--- src/rtl/encoder_move_sequencer_top_assert.svh ---
// Assertion macros shared by the move sequencer RTL.
`ifndef ENCODER_MOVE_SEQUENCER_TOP_ASSERT_SVH
`define ENCODER_MOVE_SEQUENCER_TOP_ASSERT_SVH

// Same-cycle implication, sampled on clk and disabled while rst_n is low.
`define EMSEQ_ASSERT_IMP(name, ante, cons, msg) \
  name: assert property (@(posedge clk) disable iff (!rst_n) (ante) |-> (cons)) \
    else $error(msg);

// Next-cycle implication, sampled on clk and disabled while rst_n is low.
`define EMSEQ_ASSERT_NXT(name, ante, cons, msg) \
  name: assert property (@(posedge clk) disable iff (!rst_n) (ante) |=> (cons)) \
    else $error(msg);

`endif

--- src/rtl/emseq_pkg.sv ---
// Types, widths and reset values shared by the move sequencer modules.
package emseq_pkg;

  localparam int ENCODER_COUNTS_DEF = 8192;

  localparam int CMD_W        = 2;
  localparam int NOW_W        = 32;
  localparam int ANGLE_W      = 13;
  localparam int DIST_MM_W    = 21;
  localparam int DIST_TICKS_W = 40;
  localparam int POS_W        = 48;
  localparam int TICKS_MM_W   = 24;
  localparam int STEP_W       = 20;
  localparam int THR_W        = 16;
  localparam int TIMEOUT_W    = 32;
  localparam int CFG_IDX_W    = 2;
  localparam int CFG_DATA_W   = 32;
  localparam int MODE_W       = 2;

  localparam logic [TICKS_MM_W-1:0] TICKS_MM_RST = TICKS_MM_W'(209715);
  localparam logic [STEP_W-1:0]     STEP_RST     = STEP_W'(104858);
  localparam logic [THR_W-1:0]      THR_RST      = THR_W'(300);
  localparam logic [TIMEOUT_W-1:0]  TIMEOUT_RST  = TIMEOUT_W'(60000);

  typedef enum logic [MODE_W-1:0] {
    MODE_IDLE    = 2'd0,
    MODE_RUNNING = 2'd1,
    MODE_TIMEOUT = 2'd2
  } mode_t;

  typedef enum logic [CMD_W-1:0] {
    CMD_UPDATE = 2'd0,
    CMD_START  = 2'd1,
    CMD_ABORT  = 2'd2
  } cmd_t;

  typedef enum logic [CFG_IDX_W-1:0] {
    CFG_TICKS_PER_MM = 2'd0,
    CFG_STEP_PER_MS  = 2'd1,
    CFG_ARRIVE_THR   = 2'd2,
    CFG_TIMEOUT      = 2'd3
  } cfg_idx_t;

  typedef struct packed {
    logic [TICKS_MM_W-1:0] ticks_per_mm_q8;
    logic [STEP_W-1:0]     step_per_ms_q8;
    logic [THR_W-1:0]      arrive_threshold;
    logic [TIMEOUT_W-1:0]  timeout_ms;
  } cfg_t;

  typedef struct packed {
    cmd_t                         command;
    logic [NOW_W-1:0]             now_ms;
    logic [ANGLE_W-1:0]           encoder_angle;
    logic signed [DIST_MM_W-1:0]  distance_mm_q8;
  } item_t;

  typedef struct packed {
    mode_t                        mode;
    logic                         dir_neg;
    logic [DIST_TICKS_W-1:0]      dist_ticks_q8;
    logic signed [POS_W-1:0]      target;
    logic signed [POS_W-1:0]      travel;
    logic [ANGLE_W-1:0]           prev_angle;
    logic [NOW_W-1:0]             start_time;
    logic [NOW_W-1:0]             prev_time;
  } seq_state_t;

endpackage

--- src/rtl/emseq_step.sv ---
// Single-pass next-state logic of the move sequencer for one command word.
module emseq_step #(
  parameter int ENCODER_COUNTS = emseq_pkg::ENCODER_COUNTS_DEF
) (
  input  emseq_pkg::cfg_t       cfg,
  input  emseq_pkg::seq_state_t cur,
  input  emseq_pkg::item_t      item,
  output emseq_pkg::seq_state_t nxt
);

  localparam int AW      = emseq_pkg::ANGLE_W;
  localparam int ENC_LOG = $clog2(ENCODER_COUNTS);
  localparam int DW      = ((AW > ENC_LOG) ? AW : ENC_LOG) + 2;
  localparam int PW      = emseq_pkg::POS_W;
  localparam int SW      = PW + 1;
  localparam int MW      = emseq_pkg::DIST_MM_W;
  localparam int TW      = emseq_pkg::TICKS_MM_W;
  localparam int DPW     = MW + TW;
  localparam int RPW     = emseq_pkg::STEP_W + emseq_pkg::NOW_W;
  localparam int RW      = RPW - 8;
  localparam int LW      = emseq_pkg::DIST_TICKS_W + 1;
  localparam int THW     = emseq_pkg::THR_W;

  localparam logic signed [DW-1:0] HALF_S = DW'(ENCODER_COUNTS / 2);
  localparam logic signed [DW-1:0] ENC_S  = DW'(ENCODER_COUNTS);
  localparam logic signed [PW-1:0] S48_MAX = {1'b0, {(PW-1){1'b1}}};
  localparam logic signed [PW-1:0] S48_MIN = {1'b1, {(PW-1){1'b0}}};

  function automatic logic signed [PW-1:0] sat48(input logic signed [SW-1:0] v);
    logic signed [PW-1:0] r;
    if (v > $signed({1'b0, S48_MAX})) begin
      r = S48_MAX;
    end else if (v < $signed({1'b1, S48_MIN})) begin
      r = S48_MIN;
    end else begin
      r = v[PW-1:0];
    end
    return r;
  endfunction

  // Start path.
  logic [MW-1:0]                       mag;
  logic                                tiny;
  logic [DPW-1:0]                      dist_prod;
  // Update path.
  logic [emseq_pkg::NOW_W-1:0]         elapsed;
  logic                                timed_out;
  logic [emseq_pkg::NOW_W-1:0]         dt;
  logic [emseq_pkg::NOW_W-1:0]         dt_eff;
  logic [RPW-1:0]                      ramp_prod;
  logic signed [SW-1:0]                ramp;
  logic signed [SW-1:0]                target_sum;
  logic signed [PW-1:0]                target_sat;
  logic signed [DW-1:0]                delta_raw;
  logic signed [DW-1:0]                delta;
  logic signed [SW-1:0]                travel_sum;
  logic signed [PW-1:0]                travel_sat;
  logic signed [SW-1:0]                travel_ext;
  logic signed [SW-1:0]                along;
  logic signed [LW-1:0]                lim_raw;
  logic signed [LW-1:0]                lim_neg;
  logic signed [LW-1:0]                lim;
  logic                                arrived;
  emseq_pkg::mode_t                    mode_nxt;

  assign mag  = item.distance_mm_q8[MW-1] ? MW'(-item.distance_mm_q8)
                                          : MW'(item.distance_mm_q8);
  assign tiny = (mag <= MW'(2));
  assign dist_prod = DPW'(mag) * DPW'(cfg.ticks_per_mm_q8);

  assign elapsed   = item.now_ms - cur.start_time;
  assign timed_out = (elapsed > cfg.timeout_ms);
  assign dt        = item.now_ms - cur.prev_time;
  assign dt_eff    = (dt == '0) ? emseq_pkg::NOW_W'(1) : dt;
  assign ramp_prod = RPW'(cfg.step_per_ms_q8) * RPW'(dt_eff);
  assign ramp      = $signed({{(SW-RW){1'b0}}, ramp_prod[RPW-1:8]});

  assign target_sum = cur.dir_neg ? (SW'(cur.target) - ramp) : (SW'(cur.target) + ramp);
  assign target_sat = sat48(target_sum);

  // Encoder delta, unwrapped across the single-turn boundary.
  assign delta_raw = $signed(DW'(item.encoder_angle)) - $signed(DW'(cur.prev_angle));
  always_comb begin
    if (delta_raw > HALF_S) begin
      delta = delta_raw - ENC_S;
    end else if (delta_raw < -HALF_S) begin
      delta = delta_raw + ENC_S;
    end else begin
      delta = delta_raw;
    end
  end

  assign travel_sum = SW'(cur.travel) + SW'(delta);
  assign travel_sat = sat48(travel_sum);
  assign travel_ext = SW'(travel_sat);
  assign along      = cur.dir_neg ? -travel_ext : travel_ext;

  // Arrival limit in whole ticks, rounded toward zero.
  assign lim_raw = $signed({1'b0, cur.dist_ticks_q8})
                 - $signed({{(LW-THW-8){1'b0}}, cfg.arrive_threshold, 8'b0});
  assign lim_neg = -lim_raw;
  assign lim     = lim_raw[LW-1] ? -(lim_neg >>> 8) : (lim_raw >>> 8);
  assign arrived = (along >= SW'(lim));

  // Mode transitions.
  always_comb begin
    mode_nxt = cur.mode;
    unique case (item.command)
      emseq_pkg::CMD_UPDATE: begin
        if (cur.mode == emseq_pkg::MODE_RUNNING) begin
          if (timed_out) begin
            mode_nxt = emseq_pkg::MODE_TIMEOUT;
          end else if (arrived) begin
            mode_nxt = emseq_pkg::MODE_IDLE;
          end
        end
      end
      emseq_pkg::CMD_START: begin
        if (cur.mode == emseq_pkg::MODE_IDLE && !tiny) begin
          mode_nxt = emseq_pkg::MODE_RUNNING;
        end
      end
      emseq_pkg::CMD_ABORT: begin
        mode_nxt = emseq_pkg::MODE_IDLE;
      end
      default: begin
        mode_nxt = cur.mode;
      end
    endcase
  end

  // Datapath updates.
  always_comb begin
    nxt = cur;
    unique case (item.command)
      emseq_pkg::CMD_UPDATE: begin
        if (cur.mode == emseq_pkg::MODE_RUNNING && !timed_out) begin
          nxt.prev_time  = item.now_ms;
          nxt.target     = target_sat;
          nxt.prev_angle = item.encoder_angle;
          nxt.travel     = travel_sat;
        end
      end
      emseq_pkg::CMD_START: begin
        if (cur.mode == emseq_pkg::MODE_IDLE && !tiny) begin
          nxt.dir_neg       = item.distance_mm_q8[MW-1];
          nxt.dist_ticks_q8 = emseq_pkg::DIST_TICKS_W'(dist_prod[DPW-1:8]);
          nxt.target        = PW'(item.encoder_angle);
          nxt.travel        = '0;
          nxt.prev_angle    = item.encoder_angle;
          nxt.start_time    = item.now_ms;
          nxt.prev_time     = item.now_ms;
        end
      end
      emseq_pkg::CMD_ABORT: begin
        nxt.dir_neg       = 1'b0;
        nxt.dist_ticks_q8 = '0;
        nxt.target        = '0;
        nxt.travel        = '0;
        nxt.prev_angle    = '0;
        nxt.start_time    = '0;
        nxt.prev_time     = '0;
      end
      default: begin
        nxt = cur;
      end
    endcase
    nxt.mode = mode_nxt;
  end

endmodule

--- src/rtl/encoder_move_sequencer_top.sv ---
// Top level of the encoder move sequencer: handshakes, registers and state.
//
//  channel | direction | handshake            | payload
//  --------+-----------+----------------------+-----------------------------------------
//  in_     | input     | in_valid / in_stall  | command, now_ms, encoder_angle, distance
//  out_    | output    | out_valid / out_stall| move_state, target_position
//  cfg_    | input     | cfg_valid / cfg_ready| cfg_index, cfg_wdata
//
// One word is accepted every cycle while in_stall is low and held in the input register;
// its result goes to the state register behind the out_ ports. The longest path, input
// register to result register, is the 20 x 32 bit ramp multiply and the saturating
// target add. Reset is synchronous on rst_n; it clears the state and handshake flags and
// restores the register defaults, with no clearing pass.
// While out_stall holds a result, one more word waits and in_stall stays high until then.
module encoder_move_sequencer_top #(
  parameter int ENCODER_COUNTS = emseq_pkg::ENCODER_COUNTS_DEF
) (
  input  logic                                    clk,
  input  logic                                    rst_n,

  input  logic                                    in_valid,
  output logic                                    in_stall,
  input  logic [emseq_pkg::CMD_W-1:0]             in_command,
  input  logic [emseq_pkg::NOW_W-1:0]             in_now_ms,
  input  logic [emseq_pkg::ANGLE_W-1:0]           in_encoder_angle,
  input  logic signed [emseq_pkg::DIST_MM_W-1:0]  in_distance_mm_q8,

  output logic                                    out_valid,
  input  logic                                    out_stall,
  output logic [emseq_pkg::MODE_W-1:0]            out_move_state,
  output logic signed [emseq_pkg::POS_W-1:0]      out_target_position,

  input  logic                                    cfg_valid,
  output logic                                    cfg_ready,
  input  logic [emseq_pkg::CFG_IDX_W-1:0]         cfg_index,
  input  logic [emseq_pkg::CFG_DATA_W-1:0]        cfg_wdata
);

  `include "encoder_move_sequencer_top_assert.svh"

  emseq_pkg::cfg_t       cfg_r;
  emseq_pkg::item_t      in_r;
  logic                  in_vld_r;
  logic                  out_valid_r;
  emseq_pkg::seq_state_t state_r;
  emseq_pkg::seq_state_t state_nxt;
  logic                  fire;
  logic                  in_take;

  // The held word is processed whenever the result slot is empty or being emptied.
  assign fire     = in_vld_r && (!out_valid_r || !out_stall);
  assign in_stall = in_vld_r && !fire;
  assign in_take  = in_valid && !in_stall;

  // Configuration writes are always taken.
  assign cfg_ready = 1'b1;

  always_ff @(posedge clk) begin
    if (!rst_n) begin
      cfg_r.ticks_per_mm_q8  <= emseq_pkg::TICKS_MM_RST;
      cfg_r.step_per_ms_q8   <= emseq_pkg::STEP_RST;
      cfg_r.arrive_threshold <= emseq_pkg::THR_RST;
      cfg_r.timeout_ms       <= emseq_pkg::TIMEOUT_RST;
    end else if (cfg_valid && cfg_ready) begin
      unique case (emseq_pkg::cfg_idx_t'(cfg_index))
        emseq_pkg::CFG_TICKS_PER_MM: begin
          cfg_r.ticks_per_mm_q8 <= cfg_wdata[emseq_pkg::TICKS_MM_W-1:0];
        end
        emseq_pkg::CFG_STEP_PER_MS: begin
          cfg_r.step_per_ms_q8 <= cfg_wdata[emseq_pkg::STEP_W-1:0];
        end
        emseq_pkg::CFG_ARRIVE_THR: begin
          cfg_r.arrive_threshold <= cfg_wdata[emseq_pkg::THR_W-1:0];
        end
        emseq_pkg::CFG_TIMEOUT: begin
          cfg_r.timeout_ms <= cfg_wdata[emseq_pkg::TIMEOUT_W-1:0];
        end
        default: begin
          cfg_r <= cfg_r;
        end
      endcase
    end
  end

  // Input register: the payload carries no reset, only its valid flag does.
  always_ff @(posedge clk) begin
    if (in_take) begin
      in_r.command        <= emseq_pkg::cmd_t'(in_command);
      in_r.now_ms         <= in_now_ms;
      in_r.encoder_angle  <= in_encoder_angle;
      in_r.distance_mm_q8 <= in_distance_mm_q8;
    end
  end

  always_ff @(posedge clk) begin
    if (!rst_n) begin
      in_vld_r    <= 1'b0;
      out_valid_r <= 1'b0;
    end else begin
      if (in_take) begin
        in_vld_r <= 1'b1;
      end else if (fire) begin
        in_vld_r <= 1'b0;
      end
      if (fire) begin
        out_valid_r <= 1'b1;
      end else if (!out_stall) begin
        out_valid_r <= 1'b0;
      end
    end
  end

  emseq_step #(
    .ENCODER_COUNTS(ENCODER_COUNTS)
  ) u_step (
    .cfg  (cfg_r),
    .cur  (state_r),
    .item (in_r),
    .nxt  (state_nxt)
  );

  // The sequencer state doubles as the result register: it only moves when a
  // word is processed, which cannot happen while a result is being held.
  always_ff @(posedge clk) begin
    if (!rst_n) begin
      state_r.mode          <= emseq_pkg::MODE_IDLE;
      state_r.dir_neg       <= 1'b0;
      state_r.dist_ticks_q8 <= '0;
      state_r.target        <= '0;
      state_r.travel        <= '0;
      state_r.prev_angle    <= '0;
      state_r.start_time    <= '0;
      state_r.prev_time     <= '0;
    end else if (fire) begin
      state_r <= state_nxt;
    end
  end

  assign out_valid           = out_valid_r;
  assign out_move_state      = state_r.mode;
  assign out_target_position = state_r.target;

  `EMSEQ_ASSERT_NXT(a_abort_clears, fire && in_r.command == emseq_pkg::CMD_ABORT,
    state_r.mode == emseq_pkg::MODE_IDLE && state_r.target == '0,
    "abort did not return the sequencer to idle with a cleared target")
  `EMSEQ_ASSERT_NXT(a_timeout_sticky,
    state_r.mode == emseq_pkg::MODE_TIMEOUT && !(fire && in_r.command == emseq_pkg::CMD_ABORT),
    state_r.mode == emseq_pkg::MODE_TIMEOUT,
    "timeout state left without an abort")
  `EMSEQ_ASSERT_NXT(a_state_holds, !fire,
    $stable(state_r),
    "sequencer state changed without a processed word")
  `EMSEQ_ASSERT_NXT(a_result_follows, fire,
    out_valid_r,
    "processed word produced no result")

endmodule

--- config.mk ---
export PLATFORM = sky130hd
export DESIGN_NAME = encoder_move_sequencer_top
export DESIGN_NICKNAME = d
export VERILOG_FILES = /design/src/rtl/emseq_pkg.sv /design/src/rtl/emseq_step.sv /design/src/rtl/encoder_move_sequencer_top.sv
export VERILOG_INCLUDE_DIRS = /design/src /design/src/rtl
export SDC_FILE = /design/constraint.sdc
export NUM_CORES = 2
export LEC_CHECK = 0
export ABC_CLOCK_PERIOD_IN_PS = 14200
export BUFFER_PORTS_ARGS = -buffer_cell sky130_fd_sc_hd__buf_2
export CAP_MARGIN = 20
export CORE_MARGIN = 2
export CORE_UTILIZATION = 58
export DETAILED_ROUTE_END_ITERATION = 8
export PLACE_DENSITY = 0.87
export SLEW_MARGIN = 20
export SYNTH_ARGS = -nofsm -noshare
export SYNTH_HDL_FRONTEND = slang
export SYNTH_SLANG_ARGS = --single-unit
--- constraint.sdc ---
create_clock -name clk -period 14.2 [get_ports clk]
set_input_delay 3.55 -clock clk [delete_from_list [all_inputs] [get_ports clk]]
set_output_delay 3.55 -clock clk [all_outputs]
set_load 0.02 [all_outputs]
Word-level counts from Yosys, hierarchy flattened

Cells that the tools add are included.

Logic and storage cells: 106
Input port bits: 107
Output and inout bits: 53
Register bits: 378

Reductions and logical operators: 26
Order comparisons: 9
Add/sub/neg operators: 13
Equality and inequality tests: 11
Muxes and demuxes: 27
Multiply operators: 2

Operator list:

| cell                                                 | number |
|---|---|
| case mux 109 bit (3 select lines)                    | 1 |
| two-way mux 214 bit                                  | 1 |
| two-way mux 48 bit                                   | 4 |
| two-way mux 109 bit                                  | 1 |
| > comparator 49 x 48 -> 1 bit, second input constant | 2 |
| < comparator 49 x 48 -> 1 bit, second input constant | 2 |
| two-way mux 49 bit                                   | 2 |
| case mux 32 bit (3 select lines)                     | 1 |
| case mux 41 bit (2 select lines)                     | 1 |
| two-way mux 32 bit                                   | 2 |
| case mux 32 bit (2 select lines)                     | 1 |
| subtractor 32 bit                                    | 2 |
| multiplier 20 x 32 -> 52 bit                         | 1 |
| adder 48 x 15 -> 49 bit                              | 1 |
| adder 48 x 45 -> 49 bit                              | 1 |
| greater-or-equal comparator 49 x 41 -> 1 bit         | 1 |
| negator 48 -> 49 bit                                 | 1 |
| subtractor 48 x 45 -> 49 bit                         | 1 |
| multiplier 21 x 24 -> 45 bit                         | 1 |
| two-way mux 41 bit                                   | 1 |
| negator 33 -> 41 bit                                 | 1 |
| negator 41 bit                                       | 1 |
| subtractor 40 x 24 -> 41 bit                         | 1 |
| > comparator 32 bit                                  | 1 |
| other kinds (27)                                     | 56 |

Longest topological paths before layout

Word-level depth: 15
Depth in mapped cells: 60
Gate-level depth less buffers: 56

Modules after synthesis

From an unflattened synthesis, not the netlist that was laid out.

Cells, all modules: 8229
Area, all modules: 68709.6 µm²

By module, submodules not included:

| module                     | cells each | seq. area each (µm²) | area each (µm²) | times used |
|---|---|---|---|---|
| emseq_step                 | 6803       | 0.0                  | 54033.1         | 1 |
| encoder_move_sequencer_top | 1426       | 8247.9               | 14676.6         | 1 |

Worst setup path before layout

OpenSTA, ideal clock, no wires.

Path kind: register to register
Start: register in_r[34] (netlist name)
End: register state_r (netlist bit out_target_position[44])
Period minus slack after synthesis: 14.673 ns
Buffers on the path: 3
Data required time: 14.078 ns
Setup time: 0.122 ns
Stages on the path, launching flop included: 56
Data arrival time: 14.551 ns
Path slack: -0.473 ns
Path through: edfxtp_1 > inv_1 > ha_1 > fa_1 > nor2b_1 > o21a_1 > o21ai_2 > a211oi_1 > nor3_1 > or2_2 > xnor2_1 > or4_1 > or4_1 > or4_1 > or4b_1 > o41ai_2 > buf_4 > nand2_1 > [... 20 more ...] > and2_1 > nor2_1 > xor2_1 > ha_1 > a21o_1 > a21o_1 > a21o_1 > a21o_1 > a21o_1 > a21oi_1 > o21ai_0 > a31o_2 > a21oi_1 > xor2_1 > xor2_1 > a21boi_2 > buf_2 > a221o_1

Cells in the longest elaborated chain, start to end: 11

RTL lines:

| what                                                                           | RTL line                          | source |
|---|---|---|
| from (decl)                                                                    | encoder_move_sequencer_top.sv:42  | `emseq_pkg::item_t in_r;` |
| subtractor 32 bit                                                              | emseq_step.sv:73                  | `assign dt = item.now_ms - cur.prev_time;` |
| zero test 32 bit                                                               | emseq_step.sv:74                  | `assign dt_eff = (dt == '0) ? emseq_pkg::NOW_W'(1) : dt;` |
| two-way mux 32 bit                                                             | emseq_step.sv:74                  |  |
| multiplier 20 x 32 -> 52 bit                                                   | emseq_step.sv:75                  | `assign ramp_prod = RPW'(cfg.step_per_ms_q8) * RPW'(dt_eff);` |
| adder 48 x 45 -> 49 bit / subtractor 48 x 45 -> 49 bit (equally long branches) | emseq_step.sv:78                  | `assign target_sum = cur.dir_neg ? (SW'(cur.target) - ramp) : (SW'(cur.target) + ramp);` |
| two-way mux 49 bit                                                             | emseq_step.sv:78                  |  |
| < comparator 49 x 48 -> 1 bit                                                  | emseq_step.sv:33                  | `end else if (v < $signed({1'b1, S48_MIN})) begin` |
| two-way mux 48 bit                                                             | emseq_step.sv:33                  |  |
| two-way mux 48 bit                                                             | emseq_step.sv:31                  | `if (v > $signed({1'b0, S48_MAX})) begin` |
| two-way mux 109 bit                                                            | emseq_step.sv:137                 | `if (cur.mode == emseq_pkg::MODE_RUNNING && !timed_out) begin` |
| case mux 109 bit (3 select lines)                                              | emseq_step.sv:135                 | `unique case (item.command)` |
| to (signal assigned)                                                           | encoder_move_sequencer_top.sv:135 | `state_r <= state_nxt;` |
| to (decl)                                                                      | encoder_move_sequencer_top.sv:45  | `emseq_pkg::seq_state_t state_r;` |

Parallel ways exist; a longest one is shown, timed or not. The select of a mux whose other input is x is not followed.
A chain may end at the register's enable or synchronous reset.

Worst setup path in the final report

Start: register in_r[35] (netlist name)
End: register state_r (netlist bit out_target_position[26])

Same word-level chain as after synthesis.

==> flow_metrics.py <==
metrics = {
    "die": {
        "io_pins": 160,
        "dieArea_sq_um": 119000,
        "core_sq_um": 116000,
        "start_util": 0.583,
        "fp-row-count": 125,
        "die_height_um": 346,
        "die_w_um": 346,
    },
    "run": {
        "maxCapViolations": 0,
    },
    "yosys": {
        "ys_ff_latch": 375,
        "synth_ff_type": "dfxtp_1",
        "netlist_area_sq_um": 67700,
        "synth_seq_area_share": 0.121,
        "syn_avg_cell_area_sq_um": 8.38,
        "synth.distinct_cells": 95,
        "async_flop_share": 0,
        "syn_nets": 9736,
        "yosys_warnings": 0,
        "synth_edf_count": 68,
        "synthCells": 8083,
    },
    "worst_setup_path": {
        "cp_max_fo": 9,
        "rrSetupSlack_ns": 0.04,
        "critical_path_class": "flip-flop to flip-flop",
        "worst_ep_arrival_time_ns": 14.70,
        "cpPeakStageDelay_ns": 0.53,
        "critPathRequiredTime_ns": 14.74,
        "start_kind": "flip-flop",
        "critPathCaptureType": "flip-flop",
        "cpMaxStageDelayCell": "fa_1",
    },
    "timing": {
        "worst_slew_pin_slew_ns": 1.28,
        "grt_setup_unrepaired": "yes",
        "fin_crit_ns": 14.16,
        "slew_viol_final": 0,
        "worst_clock_skew_ns": 0.0433,
        "fmax_ghz": 0.0706,
        "finalHoldViolCount": 0,
        "final.period_utilization": 0.997,
        "max-slew-margin-rel": 0.132,
        "setup_violations": 0,
    },
    "grt": {
        "grt-ovfl-total": 0,
        "grt_pass1_vias": 62200,
        "grt_usage": 0.350,
        "grt_start_max_net_pins": 115,
        "grt_antenna_before_repair": 10,
        "grt_pass1_wl_mm": 333,
    },
    "clocking": {
        "cts_root_buffer": "clkbuf_16",
        "cts_buffer_depth": 3,
        "clkTransAtPathRegs_ns": 0.06,
        "cts_buffers": 47,
        "clock_sinks": 375,
        "h-tree-depth": 2,
        "clkLatencyLatePin_ns": 0.67,
        "cts_tree": "yes",
    },
    "worst_hold_path": {
        "hold_class": "flip-flop to flip-flop",
    },
    "layout": {
        "area_growth_syn_to_layout_pct": 10.4,
        "multi_input_area_sq_um": 54400,
        "fin_util": 0.644,
        "seq_area_sq_um": 8190,
        "fill_cells": 9095,
        "mostFrequentLayoutCell": "nand2_1",
        "final_cell_mix": "nand2_1 (1157), inv_1 (1123), fa_1 (948)",
        "nets": 9919,
        "drive_gt1_frac": 0.112,
    },
    "drt": {
        "drt-total-wl_mm": 212,
        "drc": 0,
        "drtIter0Drc": 5673,
        "num_vias": 60300,
        "post_drt_wl_per_cell_um": 21.5,
        "postRouteAntennaNets": 0,
        "via_per_inst": 6.14,
        "firstDrtPassIters": 8,
    },
    "placement": {
        "numPortBuffers": 158,
        "gp_congestion": 0.987,
        "dp_hpwl_mm": 163,
    },
    "outcome": {
        "status": "finished, final reports clean",
    },
}
## worst paths after layout
path,depth (start not counted),from,end
worst max-delay path,58,in_r[35]$_DFFE_PP_,out_target_position[26]$_SDFFE_PN0P_
worst min-delay path,2,state_r[76]$_SDFFE_PN0P_,state_r[76]$_SDFFE_PN0P_
worst min register to register,2,state_r[76]$_SDFFE_PN0P_,state_r[76]$_SDFFE_PN0P_
worst max register to register,58,in_r[35]$_DFFE_PP_,out_target_position[26]$_SDFFE_PN0P_
## worst max-delay path: cells and delay by family, from the launching register on
| kind | cells | cell delay (ns) |
|---|---|---|
| AO/OA/AOI/OAI | 18 | 3.55 |
| XOR/XNOR | 4 | 0.62 |
| adder cells (fa/ha/maj) | 10 | 3.84 |
| buffers and inverters | 11 | 1.43 |
| flip-flops | 1 | 0.41 |
| AND/OR/NAND/NOR | 15 | 4.15 |
## through the flow
stage	cell area [sq um]	TNS, ns	hold WS, ns	instances	worst slack (ns)
CTS	74000	0	0.464	9814	0.00892
floorplan	67700	0	0.439	8083	0.0694
finish	74700	0	0.464	9833	0.0428
global placement	71900	-9.22	0.449	9712	-0.239
global route	74700	-19.74	0.480	9829	-0.484
detailed placement	71900	-28.47	0.456	9712	-0.655
## cell type report
type,instances,area share
sequential,375,0.110
timing repair buffer,597,0.0574
multi-input combinational,6113,0.728
clock buffer,55,0.0168
inverter,1132,0.0569
clock inverter,33,0.00571
antenna,4,0.000134
tap,1524,0.0255
## kinds of logic after synthesis
group	Yosys count	synth area share
AOI/OAI and AO/OA	1418	0.141
and+or+nand+nor	2745	0.201
muxes	53	0.00852
DFF	375	0.121
buffers and inverters	1595	0.0919
adders and majority gates	1557	0.393
other	1	0.0000554
xor gates and xnor gates	339	0.0440
## what timing repair did
action | in CTS | in global routing
hold buffers | 0 | 0
resized for setup | 62 | 102
buffers inserted | 12 | 14
cloned | 2 | 4
endpoints found under the setup margin | 48 | 48
pin swaps | 23 | 51
## synthesized netlist by cell type (35+ instances only)
| master | number | area [sq um] |
|---|---|---|
| nand2_1 | 1161 | 4360 |
| inv_1 | 1130 | 4240 |
| fa_1 | 955 | 19100 |
| ha_1 | 591 | 7390 |
| and2_1 | 517 | 3230 |
| clkbuf_1 | 375 | 1410 |
| a21oi_1 | 340 | 1700 |
| dfxtp_1 | 307 | 6150 |
| o21ai_0 | 248 | 1240 |
| nor2_1 | 240 | 901 |
| xnor2_1 | 216 | 1890 |
| nor2b_1 | 209 | 1310 |
| a21o_1 | 162 | 1220 |
| nand3_1 | 123 | 616 |
| xor2_1 | 122 | 1070 |
| nor3_1 | 112 | 561 |
| a21boi_0 | 93 | 698 |
| nand2b_1 | 87 | 544 |
| o21a_1 | 78 | 586 |
| edfxtp_1 | 68 | 2040 |
| buf_4 | 53 | 398 |
| and3_1 | 51 | 319 |
| nand4_1 | 49 | 307 |
| o211ai_1 | 48 | 360 |
| a211oi_1 | 46 | 345 |
| a31oi_1 | 46 | 288 |
| a22oi_1 | 39 | 293 |
| a221o_1 | 38 | 380 |
| mux2_2 | 37 | 417 |
| or3_1 | 37 | 231 |
| o21bai_1 | 35 | 263 |
## flip-flops by register name, summed over array words and instances (netlist names)
register and flops:
out_valid 1, in_vld_r 1, cfg_r 92, state_r 163, in_r 68, out_target_position 48, out_move_state 2
## metal layers
| metal | global-route usage | wire length (um) | vias up |
|---|---|---|---|
| met4 | 0.179 | 12400 | 16 |
| met2 | 0.551 | 94600 | 3394 |
| met1 | 0.447 | 80600 | 29400 |
| met5 | 0 | 103 | - |
| li1 | - | - | 26600 |
| met3 | 0.0873 | 24000 | 898 |
Power is not shown: default switching activity piles up to over one toggle a cycle in this logic, so the estimate is an artifact.
